--- src/rtl/spsg_pkg.sv ---
`default_nettype none

package spsg_pkg;

   typedef enum logic [2:0] {
      CMD_TICK       = 3'd0,
      CMD_SET_TARGET = 3'd1,
      CMD_SET_POS    = 3'd2,
      CMD_START      = 3'd3,
      CMD_STOP       = 3'd4,
      CMD_HOME       = 3'd5,
      CMD_JOG        = 3'd6
   } command_type;

   typedef struct packed {
      logic [2:0]  command;
      logic [15:0] position_value;
      logic [4:0]  speed_code;
      logic        set_speed;
      logic        jog_backward;
   } req_item_type;

   typedef struct packed {
      logic [3:0]  coil_pattern;
      logic [15:0] position_now;
      logic [15:0] target_now;
      logic        running;
      logic        stepped;
   } rsp_item_type;

   localparam logic [15:0] HOME_RESET  = 16'd20000;
   localparam logic [4:0]  SPEED_RESET = 5'd20;
   localparam logic [2:0]  PHASE_MASK  = 3'h7;

   function automatic logic [3:0] coil_for_phase(input logic [2:0] phase);
      logic [3:0] coils;
      case (phase & PHASE_MASK)
         3'd0:    coils = 4'b1001;
         3'd1:    coils = 4'b0001;
         3'd2:    coils = 4'b0011;
         3'd3:    coils = 4'b0010;
         3'd4:    coils = 4'b0110;
         3'd5:    coils = 4'b0100;
         3'd6:    coils = 4'b1100;
         3'd7:    coils = 4'b1000;
         default: coils = 4'b0000;
      endcase
      return coils;
   endfunction

   function automatic logic [6:0] wait_for_speed(input logic [4:0] code);
      logic [6:0] reload;
      case (code)
         5'd2:    reload = 7'd0;
         5'd4:    reload = 7'd8;
         5'd8:    reload = 7'd16;
         5'd10:   reload = 7'd32;
         5'd20:   reload = 7'd64;
         default: reload = 7'd4;
      endcase
      return reload;
   endfunction

endpackage

`default_nettype wire

--- src/rtl/stepper_position_step_generator_unit.sv ---
// channel   direction  payload         handshake
// req       in         req_item_type   req_valid / req_stall
// rsp       out        rsp_item_type   rsp_valid / rsp_stall
// csr       in         home position   csr_write_enable, no read-back
//
// one item per cycle sustained while rsp_stall is low; rsp_valid follows the req via
// the input register, then state update and result register in one pass
// synchronous active-high reset: position and target at 20000, coils off
// rsp_stall holds the result register; req_stall rises only while both stages are full
`default_nettype none

module stepper_position_step_generator_unit
   import spsg_pkg::*;
(
   input  wire logic         clock,
   input  wire logic         reset,
   input  wire logic         req_valid,
   output logic              req_stall,
   input  wire req_item_type req_item,
   output logic              rsp_valid,
   input  wire logic         rsp_stall,
   output rsp_item_type      rsp_item,
   input  wire logic         csr_write_enable,
   input  wire logic [15:0]  csr_write_data
);

   logic         in_valid_ff;
   req_item_type in_item_ff;
   logic         out_valid_ff;
   rsp_item_type out_item_ff;
   logic [15:0]  home_ff;
   logic         advance;
   rsp_item_type core_result;

   assign advance   = in_valid_ff && (!out_valid_ff || !rsp_stall);
   assign req_stall = in_valid_ff && !advance;

   always_ff @(posedge clock) begin
      if (reset) begin
         home_ff <= HOME_RESET;
      end else if (csr_write_enable) begin
         home_ff <= csr_write_data;
      end
   end

   always_ff @(posedge clock) begin
      if (reset) begin
         in_valid_ff <= 1'b0;
      end else if (!req_stall) begin
         in_valid_ff <= req_valid;
      end
   end

   always_ff @(posedge clock) begin
      if (req_valid && !req_stall) begin
         in_item_ff <= req_item;
      end
   end

   spsg_core u_core (
      .clock      (clock),
      .reset      (reset),
      .fire       (advance),
      .item       (in_item_ff),
      .home_value (home_ff),
      .result     (core_result)
   );

   always_ff @(posedge clock) begin
      if (reset) begin
         out_valid_ff <= 1'b0;
      end else if (advance) begin
         out_valid_ff <= 1'b1;
      end else if (!rsp_stall) begin
         out_valid_ff <= 1'b0;
      end
   end

   always_ff @(posedge clock) begin
      if (advance) begin
         out_item_ff <= core_result;
      end
   end

   assign rsp_valid = out_valid_ff;
   assign rsp_item  = out_item_ff;

endmodule

`default_nettype wire

--- src/rtl/spsg_core.sv ---
`default_nettype none

module spsg_core
   import spsg_pkg::*;
(
   input  wire logic         clock,
   input  wire logic         reset,
   input  wire logic         fire,
   input  wire req_item_type item,
   input  wire logic [15:0]  home_value,
   output rsp_item_type      result
);

   logic [15:0] position_ff, position_in;
   logic [15:0] target_ff, target_in;
   logic [2:0]  phase_ff, phase_in;
   logic [6:0]  wait_ff, wait_in;
   logic [4:0]  speed_ff, speed_in;
   logic        run_ff, run_in;
   logic [3:0]  coil_ff, coil_in;
   logic        stepped;
   logic [15:0] diff;
   logic [6:0]  wait_tmp;

   always_comb begin
      position_in = position_ff;
      target_in   = target_ff;
      phase_in    = phase_ff;
      wait_in     = wait_ff;
      speed_in    = speed_ff;
      run_in      = run_ff;
      coil_in     = coil_ff;
      stepped     = 1'b0;
      diff        = target_ff - position_ff;
      wait_tmp    = wait_ff;
      case (item.command)
         CMD_TICK: begin
            if (diff == 16'd0) begin
               run_in = 1'b0;
            end else if (run_ff) begin
               if (wait_ff == 7'd0) begin
                  if (!diff[15]) begin
                     position_in = position_ff + 16'd1;
                     phase_in    = phase_ff + 3'd1;
                  end else begin
                     position_in = position_ff - 16'd1;
                     phase_in    = phase_ff - 3'd1;
                  end
                  coil_in  = coil_for_phase(phase_in);
                  stepped  = 1'b1;
                  wait_tmp = wait_for_speed(speed_ff);
               end
               wait_in = (wait_tmp != 7'd0) ? wait_tmp - 7'd1 : wait_tmp;
            end
         end
         CMD_SET_TARGET: begin
            target_in = item.position_value;
            run_in    = 1'b1;
         end
         CMD_SET_POS: begin
            position_in = item.position_value;
            run_in      = 1'b1;
         end
         CMD_START: begin
            if (item.set_speed) begin
               speed_in = item.speed_code;
            end
            run_in = 1'b1;
         end
         CMD_STOP: begin
            run_in = 1'b0;
         end
         CMD_HOME: begin
            position_in = home_value;
            run_in      = 1'b1;
         end
         CMD_JOG: begin
            speed_in  = item.speed_code;
            target_in = item.jog_backward ? target_ff - 16'd1 : target_ff + 16'd1;
            run_in    = 1'b1;
         end
         default: begin
         end
      endcase
   end

   always_ff @(posedge clock) begin
      if (reset) begin
         position_ff <= HOME_RESET;
         target_ff   <= HOME_RESET;
         phase_ff    <= 3'd0;
         wait_ff     <= 7'd0;
         speed_ff    <= SPEED_RESET;
         run_ff      <= 1'b0;
         coil_ff     <= 4'd0;
      end else if (fire) begin
         position_ff <= position_in;
         target_ff   <= target_in;
         phase_ff    <= phase_in;
         wait_ff     <= wait_in;
         speed_ff    <= speed_in;
         run_ff      <= run_in;
         coil_ff     <= coil_in;
      end
   end

   assign result.coil_pattern = coil_in;
   assign result.position_now = position_in;
   assign result.target_now   = target_in;
   assign result.running      = run_in;
   assign result.stepped      = stepped;

endmodule

`default_nettype wire

--- config.mk ---
export PLATFORM = sky130hd
export DESIGN_NAME = stepper_position_step_generator_unit
export DESIGN_NICKNAME = d
export VERILOG_FILES = /design/src/rtl/spsg_pkg.sv /design/src/rtl/stepper_position_step_generator_unit.sv /design/src/rtl/spsg_core.sv
export SDC_FILE = /design/constraint.sdc
export NUM_CORES = 1
export LEC_CHECK = 0
export BUFFER_PORTS_ARGS = -buffer_cell sky130_fd_sc_hd__buf_2
export CORE_MARGIN = 2
export CORE_UTILIZATION = 30
export DETAILED_ROUTE_END_ITERATION = 10
export SLEW_MARGIN = 20
export SYNTH_ARGS = -nofsm -noshare
export SYNTH_HDL_FRONTEND = slang
export SYNTH_SLANG_ARGS = --single-unit
--- constraint.sdc ---
create_clock -name clock -period 4.6 [get_ports clock]
set_clock_uncertainty 0.15 [all_clocks]
set_input_delay 0.46 -clock clock [delete_from_list [all_inputs] [get_ports clock]]
set_output_delay 0.46 -clock clock [all_outputs]
set_load 0.1 [all_outputs]
# Word-level counts from Yosys, hierarchy flattened
# Memory sizes are Yosys's and may differ from the RTL's.
# Index checks and enable logic that the tools add are counted.
# Widths: inputs -> output; s select.
# op_classes
addsub,8
n_eq_ne,13
mux,29
n_reduce_logical,18
bitwise,3
# ops
operator,count
$mux 16,5
$pmux 16 s3,1
$mux 7,5
$pmux 7 s5,1
$add 16x1->16 const B,2
$pmux 16 s2,1
$sub 16x1->16 const B,2
$logic_not 16->1,1
$mux 4,4
$sub 16x16->16,1
$mux 3,5
$eq 5x4->1 const B,2
$pmux 5 s2,1
$eq 3x3->1 const B,3
$logic_not 7->1,1
$reduce_bool 7->1,1
$sub 7x1->7 const B,1
$eq 3x2->1 const B,2
$eq 5x2->1 const B,1
$eq 5x3->1 const B,1
$eq 5x5->1 const B,1
$mux 5,1
$reduce_and 5->1,1
$reduce_or 5->1,1
other kinds (16),26
# totals
regBits,134
elab_cells,92
output_inout_bits,40
in_bits,47
mem_count,1
mem_bits_ro,32
# memory_table
memory,words,width,read_ports,rd_clocked_by_memory_dff,write_ports,line,rtl
(no name shown),8,4,1,0,0,spsg_pkg.sv:37,case (phase & PHASE_MASK)

# Logic depth before layout (Yosys ltp)
# An unclocked memory read counts as a cell.
# depth
ltp_word,11
mapped_depth,20
ltp_nobuf,19

# Hierarchy
# A second synthesis with hierarchy kept.
# unflattened
cells_unflattened,912
area_unflattened_um2,8270.4
# by_module_without_submodules
mod,cells_per_inst,area_per_inst_um2,instances,seq_area_each_um2
spsg_core,786,5675.4,1,1041.0
stepper_position_step_generator_unit,126,2595.0,1,2282.2

# Least setup slack after synthesis
# OpenSTA, ideal clock, no wires.
# synth_path
path_type,reg2reg
from,register u_core.position_ff[1]
to,register u_core.position_ff[11]
path_buffers,0
slack_ns,-0.011
period_less_slack_ns,4.611
setup_ns,0.114
t_arrival_ns,4.347
t_required_ns,4.336
stages_incl_launch_ff,20
cell_sequence,dfxtp_1 > inv_1 > ha_1 > nor2b_1 > o31a_1 > o211ai_1 > a31oi_1 > mux2i_1 > and3_1 > ha_1 > a211oi_1 > o21ai_0 > a31oi_1 > o21ai_0 > a21o_1 > a21oi_1 > xor2_1 > nor3b_1 > a221oi_1 > a21o_1
# synth_via
elab_chain_cells,6
word_cells_on_any_way,9
cone_classes,3 x add/sub; 5 x mux; 1 x reduce/logical
# synth_rtl
item,line,rtl
from (decl),spsg_core.sv:14,"logic [15:0] position_ff, position_in;"
from (signal assigned),spsg_core.sv:97,position_ff <= position_in;
$add 16x1->16 (tied with other cells),spsg_core.sv:43,position_in = position_ff + 16'd1;
$mux 16,spsg_core.sv:42,if (!diff[15]) begin
$mux 16,spsg_core.sv:41,if (wait_ff == 7'd0) begin
$mux 16,spsg_core.sv:40,end else if (run_ff) begin
$mux 16 (*),spsg_core.sv:38,if (diff == 16'd0) begin
$pmux 16 s3 (*),spsg_core.sv:36,case (item.command)
# Every way passes the cells marked *; elsewhere a longest branch is shown, timed or not.
# A chain may end at the register's enable or synchronous reset.

==> results by group <==
STA
  • Slew Limit Fails: 0
  • Final period utilization: 0.946
  • Final WS setup: 0.249 ns
  • Final setup vio count: 0
  • Min Tclk post-route: 4.35 ns
  • Fmax: 0.230 GHz
  • Relative slew slack: 0.257
  • RSZ-0062 raised after global routing: no
  • Endpoints failing hold: 0
  • Min Hold Slack: 0.0573 ns
  • Slew @ Worst Pin: 1.11 ns

Layout
  • Layout Cells excl Fill: 1353
  • Nets@finish: 1101
  • Design area: 9720 um^2
  • Synth-to-Final Area Change: 18.6%
  • Final Util: 0.362
  • Layout cell share with drive strength beyond 1: 0.182
  • Diode count: 0
  • Layout fillers: 2786

Critical path
  • Crit Path Max Fanout: 30
  • Worst R2R Setup Slack: 0.25 ns
  • Path type of the worst setup path: register to register
  • Reg2reg start: u_core.target_ff[0]$_SDFFE_PP0P_
  • Crit path buffers/inverters: 2
  • CP Capture Type: register
  • Worst r2r path cells: 14
  • CP cell instances: inv_1, ha_1, fa_1, nand2b_1, a21oi_1, o2111ai_1, a31oi_1, o21ai_0, a2111oi_4, a31oi_4, and2_4, a31oi_1, o21ai_0, buf_4
  • Slowest CP cell: a2111oi_4
  • Critical Path RT: 4.64 ns
  • Worst path arrival time: 4.39 ns
  • CP max stage delay: 0.52 ns
  • Worst R2R End: rsp_item[30]$_DFFE_PP_
  • Crit path launch type: register
  • Top cell family by delay on the critical path: compound AO/OA/AOI/OAI gates

Placement
  • PortBufs: 86
  • GP Congestion: 0.907
  • Post-DP HPWL: 17400 um
  • Place WS: -0.00479 ns
  • Placement Cell Area: 9100 um^2
  • Placed cells: 1319

Route
  • Number of DRC markers in iteration 0: 638
  • Antenna viol nets, final: 0
  • Vias: 7236
  • Vias per cell: 5.35
  • 1st-pass router iterations: 6
  • Drt total wl: 23900 um
  • DRC Markers: 0
  • Wire per inst: 17.7 um

Global route
  • Overall global routing resource usage: 0.169
  • Largest net degree at the start of global routing: 70
  • Gr ovfl total: 0
  • Vias in the first global route: 6893
  • Wire length of the first global-routing pass: 38000 um
  • Initial antenna violation count: 0

Worst hold path
  • Worst Hold End: in_item_ff[24]$_DFFE_PP_
  • Hold Path Stages: 1
  • Hold WC Path Type: primary input to register
  • Min-delay src: req_item[24]

Die
  • Die X-Extent: 169 um
  • Core ar.: 26900 um^2
  • Ports: 87
  • Die area: 28600 um^2
  • Die H: 169 um
  • Starting Density: 0.305
  • Rows: 60

Synth
  • Mapped Cells: 902
  • Mux cell area share after synthesis: 0.0405
  • Largest family of logic cells by synthesized area: compound AO/OA/AOI/OAI gates
  • Area leader, netlist: edfxtp_1
  • Synth cell types: 72
  • Post-synth ARST share: 0
  • Ys Warns: 0
  • Top-area cell type share of the netlist area: 0.235
  • Ranking of synthesized cells by area: edfxtp_1 (23%), dfxtp_1 (17%), ha_1 (7.8%), a21oi_1 (4.9%), nor2_1 (4.7%)
  • Post-synth EDFFs: 64
  • Mapped Nets: 1004
  • Sequential-to-total area share from yosys stat: 0.406
  • FF+latch count, synth: 134
  • Post-synthesis simple-gate area fraction: 0.163
  • Syn Area/Cell: 9.08 um^2
  • Ys flop type: dfxtp_1
  • Most instantiated cells after synthesis: nor2_1 (102), a21oi_1 (81), nand2_1 (73)
  • Post-synthesis cell area: 8190 um^2
  • Post-synthesis adder-cell area fraction: 0.0877
  • Most frequent cell after synthesis: nor2_1
  • Xor/xnor share of the synthesized area: 0.0353
  • Synth Area in Compound Gates: 0.227

Clock network
  • CTS Buf Count: 17
  • H-tree levels: 4
  • Root buf cell: clkbuf_16
  • Clk Latency, worst-skew pair: 0.43 ns
  • TritonCTS Sinks: 134
  • Worst-path clk slew: 0.06 ns
  • CTS max path bufs: 2
  • CTS tree: built

Power and ir drop
  • PD cells: 406 nW/um^2
  • Max IR drop VDD: 263 uV
  • Leakage Power: 4.03 nW

Status
  • Status: finished, final reports clean

Flow run
  • Max cap viols: 0
[registers in the layout (all words and copies together) (netlist names), 3 cells and up]
| signal | cells |
|---|---|
| home_ff | 16 |
| in_item_ff | 26 |
| rsp_item | 38 |
| u_core.coil_ff | 4 |
| u_core.phase_ff | 3 |
| u_core.position_ff | 16 |
| u_core.speed_ff | 5 |
| u_core.target_ff | 16 |
| u_core.wait_ff | 7 |
[worst max-delay path by stage]
stage                                       start                                  end  slack (ns)  depth (start not counted)
2_1_floorplan  u_core.position_ff[1]$_SDFFE_PP0P_  u_core.position_ff[11]$_SDFFE_PP1P_        0.24                         19
3_3_place_gp   u_core.position_ff[9]$_SDFFE_PP1P_  u_core.position_ff[11]$_SDFFE_PP1P_        0.17                         19
3_5_place_dp   u_core.position_ff[9]$_SDFFE_PP1P_  u_core.position_ff[15]$_SDFFE_PP0P_      -0.005                         19
4_1_cts        u_core.position_ff[9]$_SDFFE_PP1P_  u_core.position_ff[11]$_SDFFE_PP1P_        0.02                         19
5_1_grt        u_core.position_ff[3]$_SDFFE_PP0P_               rsp_item[32]$_DFFE_PP_        0.01                         19
6_report         u_core.target_ff[0]$_SDFFE_PP0P_               rsp_item[30]$_DFFE_PP_        0.25                         14
[layout by cell type, fill, tap and decap left out, types with 6 or more instances in the layout]
master / n
a31oi_1: 14
or3_1: 11
o211ai_1: 6
nand2_1: 73
nor3_1: 26
a21oi_1: 80
a211o_1: 11
dfxtp_1: 69
clkbuf_16: 17
nor2b_1: 12
edfxtp_1: 64
a22oi_1: 10
mux2i_1: 23
nand3_1: 15
a211oi_1: 6
buf_4: 29
inv_1: 43
o22ai_1: 10
a21o_1: 17
nand2b_1: 11
xnor2_1: 16
a221oi_1: 8
o21a_1: 9
xor2_1: 16
buf_2: 86
ha_1: 49
nor2_1: 102
o21ai_0: 54
[metrics by stage]
stage               total power, mW  TNS (ns)
finish                         3.95         0
global placement               2.61         0
detailed placement             2.61  -0.00479
global route                   4.15         0
CTS                            3.92         0
floorplan                      2.32         0
[report_power, final]
group | total [mW] | internal (mW) | switching, mW
Clock | 1.29 | 0.744 | 0.548
Combinational | 1.29 | 0.481 | 0.804
Sequential | 1.37 | 1.32 | 0.0498
Total | 3.95 | 2.55 | 1.40
[routing by layer]
layer	up-vias	GRT usage	routed length (um)	part of all wire
met5	-	0	0	0
met4	0	0.0554	540	0.023
met3	36	0.0275	1450	0.061
met2	259	0.268	10900	0.45
met1	3427	0.235	11100	0.46
li1	3514	-	-	-
[cell type report]
cell class / instances / area [um^2] / share of cell area
Sequential cell: 134 / 3320 / 0.342
Tap cell: 341 / 427 / 0.0439
Clock inverter: 15 / 129 / 0.0133
Multi-Input combinational cell: 686 / 4590 / 0.472
Clock buffer: 17 / 425 / 0.0438
Inverter: 44 / 165 / 0.0170
Timing Repair Buffer: 116 / 659 / 0.0679
[logic make-up (layout without fill, tap and decap cells)]
| group | Yosys count | in the layout |
|---|---|---|
| multiplexers | 31 | 31 |
| AND/OR/NAND/NOR | 287 | 287 |
| buffers and inverters | 82 | 192 |
| flip-flops | 134 | 134 |
| XOR/XNOR | 33 | 33 |
| AO/OA/AOI/OAI | 280 | 280 |
| adder cells (fa/ha/maj) | 55 | 55 |
[repair_timing]
| item | 4_1_cts | 5_1_grt |
|---|---|---|
| endpoints found under the setup margin | 4 | 17 |
| hold buffers | 0 | 0 |
| pin swaps | 0 | 4 |
| gates resized for setup | 2 | 12 |
| setup buffers | 0 | 2 |
No activity file was read; power rests on OpenSTA's default activity.
